==> config.mk <==
export PLATFORM = sky130hd
export DESIGN_NAME = touch_gesture_classifier
export DESIGN_NICKNAME = d
export VERILOG_FILES = /design/src/design/tgc_pkg.sv /design/src/design/tgc_cfg_regs.sv /design/src/design/tgc_slot_table.sv /design/src/design/tgc_classify.sv /design/src/design/touch_gesture_classifier.sv
export SDC_FILE = /design/constraint.sdc
export NUM_CORES = 2
export LEC_CHECK = 0
export BUFFER_PORTS_ARGS = -buffer_cell sky130_fd_sc_hd__buf_4
export CORE_ASPECT_RATIO = 1.25
export CORE_UTILIZATION = 25
export DETAILED_ROUTE_END_ITERATION = 10
export PLACE_DENSITY = 0.39
export SLEW_MARGIN = 20
export SYNTH_ARGS = -nofsm -noshare
export SYNTH_HDL_FRONTEND = slang
export SYNTH_SLANG_ARGS = --single-unit
==> constraint.sdc <==
create_clock -name clk -period 27.1 [get_ports clk]
set_clock_uncertainty 0.1 [all_clocks]
set_input_delay 5.42 -clock clk [delete_from_list [all_inputs] [get_ports clk]]
set_output_delay 5.42 -clock clk [all_outputs]
set_load 0.02 [all_outputs]
==> src/design/tgc_pkg.sv <==
// tgc_pkg: shared types and constants of the touch gesture classifier
// no dependencies; used by every module of the block

package tgc_pkg;

	localparam int CFG_W     = 16;
	localparam int CFG_IDX_W = 3;
	localparam int TIME_W    = 32;
	localparam int OUT_POS_W = 16;
	localparam int DELTA_W   = 17;
	localparam int DIST_W    = 18;

	typedef enum logic [1:0] {
		OP_TRACK_ID = 2'd0,
		OP_POS_X    = 2'd1,
		OP_POS_Y    = 2'd2,
		OP_OTHER    = 2'd3
	} op_t;

	typedef enum logic [3:0] {
		KIND_NONE        = 4'd0,
		KIND_DOWN        = 4'd1,
		KIND_MOVE        = 4'd2,
		KIND_TAP         = 4'd3,
		KIND_DOUBLE_TAP  = 4'd4,
		KIND_LONG_PRESS  = 4'd5,
		KIND_SWIPE_LEFT  = 4'd6,
		KIND_SWIPE_RIGHT = 4'd7,
		KIND_SWIPE_UP    = 4'd8,
		KIND_SWIPE_DOWN  = 4'd9
	} kind_t;

	typedef enum logic [CFG_IDX_W-1:0] {
		CFG_TAP_MAX_TIME      = 3'd0,
		CFG_TAP_MOVE_LIM      = 3'd1,
		CFG_LONG_PRESS_TIME   = 3'd2,
		CFG_SWIPE_MOVE_MIN    = 3'd3,
		CFG_DOUBLE_TAP_WINDOW = 3'd4,
		CFG_DOUBLE_TAP_RADIUS = 3'd5
	} cfg_idx_t;

	typedef struct packed {
		logic [CFG_W-1:0] tap_max_time;
		logic [CFG_W-1:0] tap_move_lim;
		logic [CFG_W-1:0] long_press_time;
		logic [CFG_W-1:0] swipe_move_min;
		logic [CFG_W-1:0] double_tap_window;
		logic [CFG_W-1:0] double_tap_radius;
	} cfg_t;

	localparam cfg_t CFG_RESET = '{
		tap_max_time:      16'd200,
		tap_move_lim:      16'd20,
		long_press_time:   16'd800,
		swipe_move_min:    16'd50,
		double_tap_window: 16'd400,
		double_tap_radius: 16'd30
	};

	// event in the work stage
	typedef struct packed {
		logic fire;
		op_t  op;
		logic neg;
	} evt_t;

	// slot lookup status of the event in the work stage
	typedef struct packed {
		logic found;
		logic is_rel;
	} hit_t;

endpackage

==> src/design/tgc_cfg_regs.sv <==
// tgc_cfg_regs: threshold registers written through the configuration port
// depends on tgc_pkg

module tgc_cfg_regs (
	input  logic                          clk,
	input  logic                          arst_n,
	input  logic                          cfg_we,
	input  logic [tgc_pkg::CFG_IDX_W-1:0] cfg_idx,
	input  logic [tgc_pkg::CFG_W-1:0]     cfg_data,
	output tgc_pkg::cfg_t                 cfg
);

	tgc_pkg::cfg_t cfg_q;

	always_ff @(posedge clk or negedge arst_n) begin
		if (!arst_n) begin
			cfg_q <= tgc_pkg::CFG_RESET;
		end else if (cfg_we) begin
			unique case (cfg_idx)
				tgc_pkg::CFG_TAP_MAX_TIME:      cfg_q.tap_max_time      <= cfg_data;
				tgc_pkg::CFG_TAP_MOVE_LIM:      cfg_q.tap_move_lim      <= cfg_data;
				tgc_pkg::CFG_LONG_PRESS_TIME:   cfg_q.long_press_time   <= cfg_data;
				tgc_pkg::CFG_SWIPE_MOVE_MIN:    cfg_q.swipe_move_min    <= cfg_data;
				tgc_pkg::CFG_DOUBLE_TAP_WINDOW: cfg_q.double_tap_window <= cfg_data;
				tgc_pkg::CFG_DOUBLE_TAP_RADIUS: cfg_q.double_tap_radius <= cfg_data;
				default: begin
				end
			endcase
		end
	end

	assign cfg = cfg_q;

endmodule

==> src/design/tgc_slot_table.sv <==
// tgc_slot_table: touch point slots with priority encoders for free and active slots
// depends on tgc_pkg

module tgc_slot_table #(
	parameter int SLOTS      = 10,
	parameter int COORD_BITS = 16
) (
	input  logic                             clk,
	input  logic                             arst_n,
	input  tgc_pkg::evt_t                    evt,
	input  logic [COORD_BITS-1:0]            coord,
	input  logic [tgc_pkg::TIME_W-1:0]       now,
	output tgc_pkg::hit_t                    hit,
	output logic [COORD_BITS-1:0]            pt_x,
	output logic [COORD_BITS-1:0]            pt_y,
	output logic [COORD_BITS-1:0]            start_x,
	output logic [COORD_BITS-1:0]            start_y,
	output logic [tgc_pkg::TIME_W-1:0]       start_time
);

	localparam int SLOT_W = (SLOTS > 1) ? $clog2(SLOTS) : 1;

	logic [SLOTS-1:0]             active_q;
	logic [COORD_BITS-1:0]        x_q       [SLOTS];
	logic [COORD_BITS-1:0]        y_q       [SLOTS];
	logic [COORD_BITS-1:0]        start_x_q [SLOTS];
	logic [COORD_BITS-1:0]        start_y_q [SLOTS];
	logic [tgc_pkg::TIME_W-1:0]   start_t_q [SLOTS];

	logic [SLOT_W-1:0] low_free;
	logic [SLOT_W-1:0] low_act;
	logic [SLOT_W-1:0] high_act;
	logic              any_free;
	logic              any_act;
	logic              is_down;
	logic              is_rel;
	logic              is_pos;
	logic              found;

	always_comb begin
		low_free = '0;
		low_act  = '0;
		high_act = '0;
		for (int i = SLOTS - 1; i >= 0; i--) begin
			if (!active_q[i]) begin
				low_free = SLOT_W'(i);
			end
			if (active_q[i]) begin
				low_act = SLOT_W'(i);
			end
		end
		for (int i = 0; i < SLOTS; i++) begin
			if (active_q[i]) begin
				high_act = SLOT_W'(i);
			end
		end
	end

	assign any_free = ~&active_q;
	assign any_act  = |active_q;

	assign is_down = (evt.op == tgc_pkg::OP_TRACK_ID) && !evt.neg;
	assign is_rel  = (evt.op == tgc_pkg::OP_TRACK_ID) && evt.neg;
	assign is_pos  = (evt.op == tgc_pkg::OP_POS_X) || (evt.op == tgc_pkg::OP_POS_Y);
	assign found   = (is_down && any_free) || ((is_rel || is_pos) && any_act);

	assign hit.found  = found;
	assign hit.is_rel = is_rel && any_act;

	always_comb begin
		pt_x = '0;
		pt_y = '0;
		priority if (is_down) begin
			pt_x = x_q[low_free];
			pt_y = y_q[low_free];
		end else if (is_rel) begin
			pt_x = x_q[low_act];
			pt_y = y_q[low_act];
		end else if (is_pos) begin
			pt_x = (evt.op == tgc_pkg::OP_POS_X) ? coord : x_q[high_act];
			pt_y = (evt.op == tgc_pkg::OP_POS_Y) ? coord : y_q[high_act];
		end else begin
		end
	end

	assign start_x    = start_x_q[low_act];
	assign start_y    = start_y_q[low_act];
	assign start_time = start_t_q[low_act];

	always_ff @(posedge clk or negedge arst_n) begin
		if (!arst_n) begin
			active_q <= '0;
			for (int i = 0; i < SLOTS; i++) begin
				x_q[i] <= '0;
				y_q[i] <= '0;
			end
		end else if (evt.fire && found) begin
			priority if (is_down) begin
				active_q[low_free] <= 1'b1;
			end else if (is_rel) begin
				active_q[low_act] <= 1'b0;
			end else if (evt.op == tgc_pkg::OP_POS_X) begin
				x_q[high_act] <= coord;
			end else begin
				y_q[high_act] <= coord;
			end
		end
	end

	// start point is only read while the slot is active
	always_ff @(posedge clk) begin
		if (evt.fire && found && is_down) begin
			start_x_q[low_free] <= x_q[low_free];
			start_y_q[low_free] <= y_q[low_free];
			start_t_q[low_free] <= now;
		end
	end

`ifndef SYNTHESIS
	a_release_frees_one: assert property (@(posedge clk) disable iff (!arst_n)
		evt.fire && is_rel && any_act |=>
		$countones(active_q) + 1 == $countones($past(active_q)))
		else $error("release did not free exactly one slot");

	a_down_claims_one: assert property (@(posedge clk) disable iff (!arst_n)
		evt.fire && is_down && any_free |=>
		$countones(active_q) == $countones($past(active_q)) + 1)
		else $error("touch-down did not claim exactly one slot");
`endif

endmodule

==> src/design/tgc_classify.sv <==
// tgc_classify: release classification by duration and distance, keeps the last tap
// depends on tgc_pkg

module tgc_classify #(
	parameter int COORD_BITS = 16
) (
	input  logic                                 clk,
	input  logic                                 arst_n,
	input  logic                                 commit,
	input  tgc_pkg::cfg_t                        cfg,
	input  logic [tgc_pkg::TIME_W-1:0]           now,
	input  logic [COORD_BITS-1:0]                cur_x,
	input  logic [COORD_BITS-1:0]                cur_y,
	input  logic [COORD_BITS-1:0]                start_x,
	input  logic [COORD_BITS-1:0]                start_y,
	input  logic [tgc_pkg::TIME_W-1:0]           start_time,
	output tgc_pkg::kind_t                       kind,
	output logic signed [tgc_pkg::DELTA_W-1:0]   delta_x,
	output logic signed [tgc_pkg::DELTA_W-1:0]   delta_y
);

	logic [tgc_pkg::TIME_W-1:0] last_tap_time_q;
	logic [COORD_BITS-1:0]      last_tap_x_q;
	logic [COORD_BITS-1:0]      last_tap_y_q;

	logic [tgc_pkg::TIME_W-1:0] duration;
	logic [tgc_pkg::TIME_W-1:0] since;
	logic signed [COORD_BITS:0] dx;
	logic signed [COORD_BITS:0] dy;
	logic signed [COORD_BITS:0] ex;
	logic signed [COORD_BITS:0] ey;
	logic [COORD_BITS-1:0]      adx;
	logic [COORD_BITS-1:0]      ady;
	logic [COORD_BITS-1:0]      aex;
	logic [COORD_BITS-1:0]      aey;
	logic [COORD_BITS:0]        mdist;
	logic [tgc_pkg::DIST_W-1:0] dist_w;
	logic                       still;
	logic                       is_tap;
	logic                       is_double;
	logic                       is_long;
	logic                       is_swipe;

	assign duration = now - start_time;
	assign since    = now - last_tap_time_q;

	assign dx = $signed({1'b0, cur_x}) - $signed({1'b0, start_x});
	assign dy = $signed({1'b0, cur_y}) - $signed({1'b0, start_y});
	assign ex = $signed({1'b0, cur_x}) - $signed({1'b0, last_tap_x_q});
	assign ey = $signed({1'b0, cur_y}) - $signed({1'b0, last_tap_y_q});

	assign adx = dx[COORD_BITS] ? COORD_BITS'(-dx) : dx[COORD_BITS-1:0];
	assign ady = dy[COORD_BITS] ? COORD_BITS'(-dy) : dy[COORD_BITS-1:0];
	assign aex = ex[COORD_BITS] ? COORD_BITS'(-ex) : ex[COORD_BITS-1:0];
	assign aey = ey[COORD_BITS] ? COORD_BITS'(-ey) : ey[COORD_BITS-1:0];

	assign mdist  = {1'b0, adx} + {1'b0, ady};
	assign dist_w = tgc_pkg::DIST_W'(mdist);

	assign still    = dist_w < tgc_pkg::DIST_W'(cfg.tap_move_lim);
	assign is_tap   = (duration < tgc_pkg::TIME_W'(cfg.tap_max_time)) && still;
	assign is_long  = (duration >= tgc_pkg::TIME_W'(cfg.long_press_time)) && still;
	assign is_swipe = dist_w >= tgc_pkg::DIST_W'(cfg.swipe_move_min);
	assign is_double = (since < tgc_pkg::TIME_W'(cfg.double_tap_window))
		&& (tgc_pkg::CFG_W'(aex) < cfg.double_tap_radius)
		&& (tgc_pkg::CFG_W'(aey) < cfg.double_tap_radius);

	always_comb begin
		kind    = tgc_pkg::KIND_NONE;
		delta_x = '0;
		delta_y = '0;
		priority if (is_tap) begin
			kind = is_double ? tgc_pkg::KIND_DOUBLE_TAP : tgc_pkg::KIND_TAP;
		end else if (is_long) begin
			kind = tgc_pkg::KIND_LONG_PRESS;
		end else if (is_swipe) begin
			if (adx > ady) begin
				kind = (!dx[COORD_BITS] && (dx != '0)) ?
					tgc_pkg::KIND_SWIPE_RIGHT : tgc_pkg::KIND_SWIPE_LEFT;
			end else begin
				kind = (!dy[COORD_BITS] && (dy != '0)) ?
					tgc_pkg::KIND_SWIPE_DOWN : tgc_pkg::KIND_SWIPE_UP;
			end
			delta_x = tgc_pkg::DELTA_W'(dx);
			delta_y = tgc_pkg::DELTA_W'(dy);
		end else begin
		end
	end

	always_ff @(posedge clk or negedge arst_n) begin
		if (!arst_n) begin
			last_tap_time_q <= '0;
			last_tap_x_q    <= '0;
			last_tap_y_q    <= '0;
		end else if (commit && is_tap) begin
			last_tap_time_q <= now;
			last_tap_x_q    <= cur_x;
			last_tap_y_q    <= cur_y;
		end
	end

`ifndef SYNTHESIS
	a_tap_records_time: assert property (@(posedge clk) disable iff (!arst_n)
		commit && is_tap |=> last_tap_time_q == $past(now))
		else $error("tap did not record its time");
`endif

endmodule

==> src/design/touch_gesture_classifier.sv <==
// touch_gesture_classifier: top level, input register, slot table, classifier, result register
// depends on tgc_pkg, tgc_cfg_regs, tgc_slot_table, tgc_classify
//
// channel | handshake            | payload
// cfg     | cfg_we               | cfg_idx, cfg_data
// in      | in_valid / in_ready  | op, value, now_ms
// out     | out_valid / out_ready| gesture_kind, gesture_x, gesture_y, delta_x, delta_y
//
// one item per cycle unless the output stalls; each item yields one result
// slot search, state update and classification sit between the input and result registers
// reset clears slots and last tap and loads the default thresholds at once; no clearing pass
// a stalled output holds the result register and the input register keeps one item behind it

module touch_gesture_classifier #(
	parameter int SLOTS      = 10,
	parameter int COORD_BITS = 16
) (
	input  logic                                  clk,
	input  logic                                  arst_n,
	input  logic                                  cfg_we,
	input  logic [tgc_pkg::CFG_IDX_W-1:0]         cfg_idx,
	input  logic [tgc_pkg::CFG_W-1:0]             cfg_data,
	input  logic                                  in_valid,
	output logic                                  in_ready,
	input  logic [1:0]                            op,
	input  logic signed [16:0]                    value,
	input  logic [tgc_pkg::TIME_W-1:0]            now_ms,
	output logic                                  out_valid,
	input  logic                                  out_ready,
	output logic [3:0]                            gesture_kind,
	output logic [tgc_pkg::OUT_POS_W-1:0]         gesture_x,
	output logic [tgc_pkg::OUT_POS_W-1:0]         gesture_y,
	output logic signed [tgc_pkg::DELTA_W-1:0]    delta_x,
	output logic signed [tgc_pkg::DELTA_W-1:0]    delta_y
);

	logic                              valid_s1;
	tgc_pkg::op_t                      op_s1;
	logic                              neg_s1;
	logic [COORD_BITS-1:0]             coord_s1;
	logic [tgc_pkg::TIME_W-1:0]        now_s1;

	logic                              valid_s2;
	tgc_pkg::kind_t                    kind_s2;
	logic [tgc_pkg::OUT_POS_W-1:0]     x_s2;
	logic [tgc_pkg::OUT_POS_W-1:0]     y_s2;
	logic signed [tgc_pkg::DELTA_W-1:0] dx_s2;
	logic signed [tgc_pkg::DELTA_W-1:0] dy_s2;

	logic                              advance;
	logic                              fire;
	tgc_pkg::cfg_t                     cfg;
	tgc_pkg::evt_t                     evt;
	tgc_pkg::hit_t                     hit;
	logic [COORD_BITS-1:0]             pt_x;
	logic [COORD_BITS-1:0]             pt_y;
	logic [COORD_BITS-1:0]             start_x;
	logic [COORD_BITS-1:0]             start_y;
	logic [tgc_pkg::TIME_W-1:0]        start_time;
	tgc_pkg::kind_t                    cls_kind;
	logic signed [tgc_pkg::DELTA_W-1:0] cls_dx;
	logic signed [tgc_pkg::DELTA_W-1:0] cls_dy;

	tgc_pkg::kind_t                    res_kind;
	logic signed [tgc_pkg::DELTA_W-1:0] res_dx;
	logic signed [tgc_pkg::DELTA_W-1:0] res_dy;

	assign advance  = !valid_s2 || out_ready;
	assign fire     = valid_s1 && advance;
	assign in_ready = !valid_s1 || advance;

	always_ff @(posedge clk or negedge arst_n) begin
		if (!arst_n) begin
			valid_s1 <= 1'b0;
		end else if (in_ready) begin
			valid_s1 <= in_valid;
		end
	end

	always_ff @(posedge clk) begin
		if (in_valid && in_ready) begin
			op_s1    <= tgc_pkg::op_t'(op);
			neg_s1   <= value[16];
			coord_s1 <= value[COORD_BITS-1:0];
			now_s1   <= now_ms;
		end
	end

	assign evt.fire = fire;
	assign evt.op   = op_s1;
	assign evt.neg  = neg_s1;

	tgc_cfg_regs u_cfg (
		.clk      (clk),
		.arst_n   (arst_n),
		.cfg_we   (cfg_we),
		.cfg_idx  (cfg_idx),
		.cfg_data (cfg_data),
		.cfg      (cfg)
	);

	tgc_slot_table #(
		.SLOTS      (SLOTS),
		.COORD_BITS (COORD_BITS)
	) u_slots (
		.clk        (clk),
		.arst_n     (arst_n),
		.evt        (evt),
		.coord      (coord_s1),
		.now        (now_s1),
		.hit        (hit),
		.pt_x       (pt_x),
		.pt_y       (pt_y),
		.start_x    (start_x),
		.start_y    (start_y),
		.start_time (start_time)
	);

	tgc_classify #(
		.COORD_BITS (COORD_BITS)
	) u_cls (
		.clk        (clk),
		.arst_n     (arst_n),
		.commit     (fire && hit.is_rel),
		.cfg        (cfg),
		.now        (now_s1),
		.cur_x      (pt_x),
		.cur_y      (pt_y),
		.start_x    (start_x),
		.start_y    (start_y),
		.start_time (start_time),
		.kind       (cls_kind),
		.delta_x    (cls_dx),
		.delta_y    (cls_dy)
	);

	always_comb begin
		res_kind = tgc_pkg::KIND_NONE;
		res_dx   = '0;
		res_dy   = '0;
		priority if (!hit.found) begin
		end else if (hit.is_rel) begin
			res_kind = cls_kind;
			res_dx   = cls_dx;
			res_dy   = cls_dy;
		end else if (op_s1 == tgc_pkg::OP_TRACK_ID) begin
			res_kind = tgc_pkg::KIND_DOWN;
		end else begin
			res_kind = tgc_pkg::KIND_MOVE;
		end
	end

	always_ff @(posedge clk or negedge arst_n) begin
		if (!arst_n) begin
			valid_s2 <= 1'b0;
		end else if (advance) begin
			valid_s2 <= valid_s1;
		end
	end

	always_ff @(posedge clk) begin
		if (fire) begin
			kind_s2 <= res_kind;
			x_s2    <= hit.found ? tgc_pkg::OUT_POS_W'(pt_x) : '0;
			y_s2    <= hit.found ? tgc_pkg::OUT_POS_W'(pt_y) : '0;
			dx_s2   <= res_dx;
			dy_s2   <= res_dy;
		end
	end

	assign out_valid    = valid_s2;
	assign gesture_kind = kind_s2;
	assign gesture_x    = x_s2;
	assign gesture_y    = y_s2;
	assign delta_x      = dx_s2;
	assign delta_y      = dy_s2;

`ifndef SYNTHESIS
	a_ready_when_empty: assert property (@(posedge clk) disable iff (!arst_n)
		!valid_s2 |-> in_ready)
		else $error("input stalled while the result register is empty");

	a_delta_only_swipe: assert property (@(posedge clk) disable iff (!arst_n)
		valid_s2 && kind_s2 != tgc_pkg::KIND_SWIPE_LEFT
		&& kind_s2 != tgc_pkg::KIND_SWIPE_RIGHT
		&& kind_s2 != tgc_pkg::KIND_SWIPE_UP
		&& kind_s2 != tgc_pkg::KIND_SWIPE_DOWN |-> dx_s2 == '0 && dy_s2 == '0)
		else $error("nonzero displacement on a result that is no swipe");
`endif

endmodule

# --- Word level (Yosys, flattened, before mapping) ---
# Memories as Yosys holds them, arrays and structs flattened.
# Index checks and enable logic that the tools add are counted.
classes:
  n_addsub: 11
  order_cmp: 16
  n_eq_ne: 7
  muxes: 80
  n_bitwise: 12
  reduce_logical: 48
ops:
  columns: ["op", "count"]
  rows:
  - ["2-to-1 mux 16 bit", 25]
  - ["binary-select mux 16 bit (select 4 bit)", 6]
  - ["bitwise mux 160 bit", 2]
  - ["2-to-1 mux 4 bit", 27]
  - ["subtractor 16 x 16 -> 17 bit", 4]
  - ["demux 16 bit (select 4 bit)", 1]
  - ["< comparator 32 x 16 -> 1 bit", 2]
  - ["negator 16 bit", 4]
  - ["subtractor 32 bit", 2]
  - ["nonzero test 17 bit", 2]
  - [">= comparator 32 x 16 -> 1 bit", 1]
  - ["< comparator 16 bit", 2]
  - ["logical AND 1 bit", 20]
  - ["2-to-1 mux 10 bit", 2]
  - ["adder 16 x 16 -> 17 bit", 1]
  - [">= comparator 17 x 16 -> 1 bit", 1]
  - ["< comparator 17 x 16 -> 1 bit", 1]
  - ["greater-than comparator 16 bit", 1]
  - [">= comparator 5 bit, second input constant", 3]
  - ["2-to-1 mux 3 bit", 5]
  - ["NOT 4 -> 5 bit", 3]
  - ["AND reduction 2 bit", 7]
  - ["AND 10 bit", 1]
  - ["< comparator 4 x 5 -> 1 bit, second input constant", 2]
  - ["22 further kinds", 49]
word_totals:
  regBits: 613
  ramBits: 640
  input_bits: 75
  word_cells: 218
  n_memories: 3
mem_list:
  columns: ["memory", "depth", "width", "rd", "rd_clocked_by_memory_dff", "wr", "line", "source"]
  rows:
  - ["u_slots.start_t_q", 10, 32, 1, 0, 1, "tgc_slot_table.sv:28", "logic [tgc_pkg::TIME_W-1:0] start_t_q [SLOTS];"]
  - ["u_slots.start_x_q", 10, 16, 1, 0, 1, "tgc_slot_table.sv:26", "logic [COORD_BITS-1:0] start_x_q [SLOTS];"]
  - ["u_slots.start_y_q", 10, 16, 1, 0, 1, "tgc_slot_table.sv:27", "logic [COORD_BITS-1:0] start_y_q [SLOTS];"]

# --- Logic depth before layout (Yosys ltp) ---
depth:
  word_depth: 26
  depth_mapped: 52

# --- Modules after synthesis ---
# Synthesis repeated with hierarchy kept, for this count alone.
hier_totals:
  cells_unflattened: 5551
  area_unflattened_um2: 66605.1
by_module_without_submodules:
  columns: ["mod", "instances", "cells_each", "area_each_um2", "seq_area_each_um2"]
  rows:
  - ["tgc_slot_table", 1, 3272, 44313.8, 27476.4]
  - ["tgc_classify", 1, 1857, 14358.8, 1601.5]
  - ["touch_gesture_classifier", 1, 214, 4231.6, 3683.5]
  - ["tgc_cfg_regs", 1, 208, 3701.0, 2424.8]

# --- Worst setup path before layout ---
# No wires, ideal clock.
synth_timing:
  path_type: "input to output"
  from: "input port out_ready"
  to: "output port in_ready"
  arrival_time_ns: 5.698
  required_ns: 21.580
  path_slack_ns: 15.882
  path_stages: 1
  path_buffers: 0
  path_cell_list: "nand3b_1"
synth_between:
  elab_chain_len: 2
synth_rtl:
  columns: ["item", "line", "source"]
  rows:
  - ["start: declaration", "touch_gesture_classifier.sv:29", "input logic out_ready,"]
  - ["logical OR 1 bit", "touch_gesture_classifier.sv:68", "assign advance = !valid_s2 || out_ready;"]
  - ["logical OR 1 bit", "touch_gesture_classifier.sv:70", "assign in_ready = !valid_s1 || advance;"]
  - ["end: declaration", "touch_gesture_classifier.sv:24", "output logic in_ready,"]
# No other way between the ends.

# --- Final worst setup path ---
layout_timing:
  from: "register u_slots.active_q[8]"
  to: "register u_cls.last_tap_time_q[0] (netlist name)"
layout_between:
  elab_chain_len: 22
layout_rtl:
  columns: ["item", "line", "source"]
  rows:
  - ["start: declaration", "tgc_slot_table.sv:23", "logic [SLOTS-1:0] active_q;"]
  - ["start signal: assignment", "tgc_slot_table.sv:92", "active_q <= '0;"]
  - ["start signal: indexed assignment", "tgc_slot_table.sv:99", "active_q[low_free] <= 1'b1;"]
  - ["start signal: indexed assignment", "tgc_slot_table.sv:101", "active_q[low_act] <= 1'b0;"]
  - ["2-to-1 mux 4 bit (9 in a row)", "tgc_slot_table.sv:48", "if (active_q[i]) begin"]
  - ["NOT 4 -> 5 bit (not written as such)", "tgc_slot_table.sv:77, tgc_slot_table.sv:78", null]
  - ["binary-select mux 16 bit (select 4 bit) (on tied branches)", "tgc_slot_table.sv:77, tgc_slot_table.sv:78", null]
  - ["2-to-1 mux 16 bit (on tied branches) (2 in a row)", "tgc_slot_table.sv:77, tgc_slot_table.sv:78", null]
  - ["2-to-1 mux 16 bit", "tgc_slot_table.sv:76", "end else if (is_rel) begin"]
  - ["2-to-1 mux 16 bit", "tgc_slot_table.sv:73", "priority if (is_down) begin"]
  - ["subtractor 16 x 16 -> 17 bit (on tied branches)", "tgc_classify.sv:47, tgc_classify.sv:48", null]
  - ["negator 16 bit (on tied branches)", "tgc_classify.sv:52, tgc_classify.sv:53", null]
  - ["2-to-1 mux 16 bit (on tied branches)", "tgc_classify.sv:52, tgc_classify.sv:53", null]
  - ["adder 16 x 16 -> 17 bit", "tgc_classify.sv:57", "assign mdist = {1'b0, adx} + {1'b0, ady};"]
  - ["< comparator 17 x 16 -> 1 bit", "tgc_classify.sv:60", "assign still = dist_w < tgc_pkg::DIST_W'(cfg.tap_move_lim);"]
  - ["logical AND 1 bit", "tgc_classify.sv:61", "assign is_tap = (duration < tgc_pkg::TIME_W'(cfg.tap_max_time)) && still;"]
  - ["logical AND 1 bit *", "tgc_classify.sv:95", "end else if (commit && is_tap) begin"]
  - ["end signal: assignment", "tgc_classify.sv:96", "last_tap_time_q <= now;"]
  - ["end: declaration", "tgc_classify.sv:22", "logic [tgc_pkg::TIME_W-1:0] last_tap_time_q;"]
# Mark *: on every way between the ends. The rest lies on a longest branch, timed or not. The select of a mux whose other input is x is not followed.
# A chain may end at the register's enable or synchronous reset.

==> summary.md <==
| Metric | Value |
|---|---|
| Slew @ Worst Pin | `1140 ps` |
| CTS clk-pin slew, worst paths | `60 ps` |
| Hold Path Sink | `u_cls.last_tap_y_q[15]` |
| P&R area growth vs syn | `16.4%` |
| Cell count of the worst reg-to-reg path | `40` |
| Critical setup path kind | `flop to flop` |
| Worst Path Required | `approximately 28000 ps` |
| Final setup TNS | `0 ps` |
| Hold depth | `1` |
| Clk Latency, worst-skew pair | `840 ps` |
| Vias in the first global route | `about 53000` |
| Asr flop ratio synth | `between 30% and 40%` |
| Top Usage Layer GRT | `met2` |
| H-Tree Depth | `4` |
| Largest family of logic cells by synthesized area | `simple AND/OR/NAND/NOR gates` |
| Non-filler cells, final | `10300` |
| CTS Hold Bufs | `0` |
| Net Count, Synth | `6871` |
| Synth Area in Compound Gates | `11.7%` |
| Layout cell share with drive strength beyond 1 | `17.6%` |
| Worst Path Buf+Inv | `4` |
| Hold Vio Cnt, Final | `0` |
| Post-DP Area | `73600 sq um` |
| Post-cts resize count | `0` |
| # setup viols final | `0` |
| Post-Route Hold Slack | `389 ps` |
| Initial DRC Count | `roughly 4500` |
| Num ports | `between 100 and 150` |
| Initial antenna violation count | `8` |
| Adder-Cell Fraction of Synth Area | `between 5 and 6%` |
| FF-to-FF setup slack | `13900 ps` |
| Final wirelength | `between 200000 and 300000 um` |
| Placer Congestion | `0.879` |
| Max Freq | `0.0758 GHz` |
| Met1 Resource Use GR | `about a quarter` |
| XOR/XNOR Fraction of Synth Area | `just under 2%` |
| Num CTS Buffers | `about 160` |
| Slowest CP cell | `a21o_4` |
| GRT Resource Usage Total | `20.0%` |
| CP top delay family | `compound AO/OA/AOI/OAI gates` |
| CTS root buffer | `clkbuf_16` |
| Tmin final | `roughly 13000 ps` |
| FF-to-FF Start | `u_slots.active_q[8]` |
| Worst EP arrival | `between 10000 and 15000 ps` |
| Max incr delay on CP | `about 740 ps` |
| IO Port Bufs | `146` |
| Crit path depth | `40` |
| Slew Limit Fails | `0` |
| Max capacitance violation total | `0` |
| #FFs+latches synth | `1253` |
| YS warnings | `0` |
| Synth Area in Simple Gates | `15.8%` |
| Post-CTS setup buffer count | `0` |
| Hold_sp | `u_cls.last_tap_y_q[15]` |
| First-pass GRT wire length | `395000 um` |
| Main synth FF type | `edfxtp_1` |
| DIE HEIGHT | `584 um` |
| Core area | `270000 sq um` |
| CTS tree | `built` |
| CTS Sinks | `1253` |
| Startpoint types | `flop` |
| Gate Count Post-Synth | `6516` |
| Fin area | `79000 sq um` |
| Post-synth EDFFs | `761` |
| Grt met3 use | `around 2.5%` |
| Drc violations | `0` |
| Worst r2r dst | `u_cls.last_tap_time_q[0]` |
| Grt ovf | `0` |
| Outcome | `finished, final reports clean` |
| Placed cell count | `9992` |
| Tcrit/Tclk final | `48.7%` |
| Via count | `53000` |
| Vias per cell | `5.15` |
| CP max FO | `48` |
| Final ANT Viol Nets | `0` |
| Clk buf depth | `3` |
| Nets | `just under 7000` |
| Rows | `roughly 210` |
| Rel. slew slack | `21.8%` |
| Drt wl/cell | `27.0 um` |
| Worst path most repeated cell | `buf_4` |
| RSZ-0062 raised after global routing | `no` |
| Largest net degree at the start of global routing | `126` |
| Mapped Area | `67800 sq um` |
| Synth cell types | `85` |
| Final HPWL DP | `176000 um` |
| Mean Syn Cell Area | `10.4 sq um` |
| Fraction of synthesized area in multiplexers | `9.86%` |
| FILL cells | `27900` |
| Sequential area share after synthesis | `51.9%` |
| Initial Util | `25.2%` |
| Worst min-delay path class | `flop to flop` |
| Chip width | `468 um` |
| Die ar. | `273000 sq um` |
| Crit. End Element | `flop` |
| Pre-antenna DRT Iters | `5` |
| Routing usage on met2 | `35.3%` |
[through the flow]
| stage | utilization [%] | setup slack [ps] |
|---|---|---|
| finish | 29.3 | 13900 |
| global route | 29.3 | 12860 |
| CTS | 29.3 | 13770 |
| detailed placement | 27.3 | 13870 |
| global placement | 27.3 | 13860 |
| floorplan | - | 15880 |
[sequential cells by signal, indices dropped and copies added, names as in the netlist, 17 cells and up]
signal,flops
u_slots.start_t_q,320
u_slots.y_q,160
u_cls.last_tap_time_q,32
u_slots.x_q,160
delta_x,17
u_slots.start_y_q,160
delta_y,17
now_s1,32
u_slots.start_x_q,160
u_cfg.cfg,96
[cells by family after synthesis]
group           count (synthesis)
buf+inv                       627
fa+ha+maj                     280
mux                           522
flops                        1253
compound gates               1240
simple gates                 2441
xor+xnor                      153
[layout make-up]
type	instances	area [sq um]	share of cell area [%]
Sequential cell	1253	35200	44.6
Clock inverter	81	1020	1.30
Clock buffer	206	4340	5.50
Timing Repair Buffer	328	2530	3.21
Tap cell	3547	4440	5.62
Inverter	228	857	1.09
Multi-Input combinational cell	4636	30600	38.7
Antenna cell	4	10.0	0.0127
[worst reg2reg max path: cells and delay by family (launching register included)]
family	cells	cell delay, ps
AO/OA/AOI/OAI	16	4870
AND/OR/NAND/NOR	13	2860
buffers and inverters	4	2670
adder cells (fa/ha/maj)	4	1230
flip-flops	1	510
multiplexers	1	450
XOR/XNOR	2	370
[cells in the final DEF (no fill, tap or decap), drive strengths merged, types with 20 or more instances in the layout]
| master | netlist | layout |
|---|---|---|
| nor2b | 26 | 26 |
| clkinv | 0 | 62 |
| a31oi | 124 | 124 |
| nand2b | 30 | 30 |
| nor4 | 20 | 20 |
| a21oi | 364 | 364 |
| edfxtp | 761 | 761 |
| a211oi | 59 | 59 |
| clkbuf | 325 | 206 |
| mux2i | 37 | 37 |
| o31ai | 22 | 22 |
| mux2 | 428 | 428 |
| nor3 | 87 | 87 |
| and3 | 159 | 159 |
| mux4 | 57 | 57 |
| o21a | 38 | 38 |
| a221o | 22 | 22 |
| inv | 228 | 230 |
| nand4 | 29 | 29 |
| buf | 74 | 328 |
| ha | 273 | 273 |
| o22ai | 62 | 62 |
| nand3 | 295 | 295 |
| o41ai | 29 | 29 |
| nand2 | 1502 | 1502 |
| a31o | 34 | 34 |
| nor2 | 169 | 169 |
| xor2 | 58 | 58 |
| dfrtp | 474 | 474 |
| a311oi | 49 | 49 |
| xnor2 | 95 | 95 |
| o21bai | 22 | 22 |
| a21o | 55 | 55 |
| and2 | 45 | 45 |
| o21ai | 243 | 243 |
[cells in the mapped netlist (21+ instances only)]
master	count	share of area, %
nand3_1	295	2.2
a211oi_1	59	0.65
o21ai_0	227	1.7
nand2b_1	30	0.28
xor2_1	58	0.75
mux2_4	57	1.3
xnor2_1	95	1.2
mux4_2	57	1.9
and2_1	43	0.40
a21o_1	55	0.61
edfxtp_1	761	34
nor2_1	169	0.94
ha_1	273	5.0
o21a_1	38	0.42
a31oi_1	124	1.1
nand2_1	1502	8.3
mux2i_1	37	0.55
buf_1	53	0.29
nor3_1	87	0.64
a311oi_1	49	0.63
nor2b_1	26	0.24
o21bai_1	22	0.24
clkbuf_1	325	1.8
nand4_1	29	0.27
a221o_1	22	0.32
o22ai_1	62	0.57
dfrtp_1	474	17
o41ai_1	29	0.37
inv_1	228	1.3
a21oi_1	363	2.7
a31o_2	33	0.43
o31ai_1	21	0.23
and3_1	159	1.5
mux2_2	366	6.1
[worst max path at each step]
| stage | startpoint | to | slack, ps |
|---|---|---|---|
| after floorplan | out_ready | in_ready | 15880 |
| after detailed placement | u_slots.active_q[9] | u_cls.last_tap_time_q[0] | 13870 |
| after global placement | u_slots.active_q[9] | u_cls.last_tap_time_q[0] | 13860 |
| after global routing | u_slots.active_q[7] | u_cls.last_tap_time_q[0] | 12860 |
| final | u_slots.active_q[8] | u_cls.last_tap_time_q[0] | 13900 |
| after CTS | u_slots.active_q[8] | u_cls.last_tap_time_q[0] | 13770 |
[routing by layer]
| metal | vias up | routed length, um | share of wire, % |
|---|---|---|---|
| met5 | - | 13 | 0.0047 |
| met4 | 2 | 13100 | 4.7 |
| met3 | 560 | 12900 | 4.6 |
| met2 | 1834 | 140000 | 50 |
| met1 | 26800 | 112000 | 40 |
| li1 | 23800 | - | - |
Power is not shown: default switching activity piles up to over one toggle a cycle in this logic, so the estimate is an artifact.
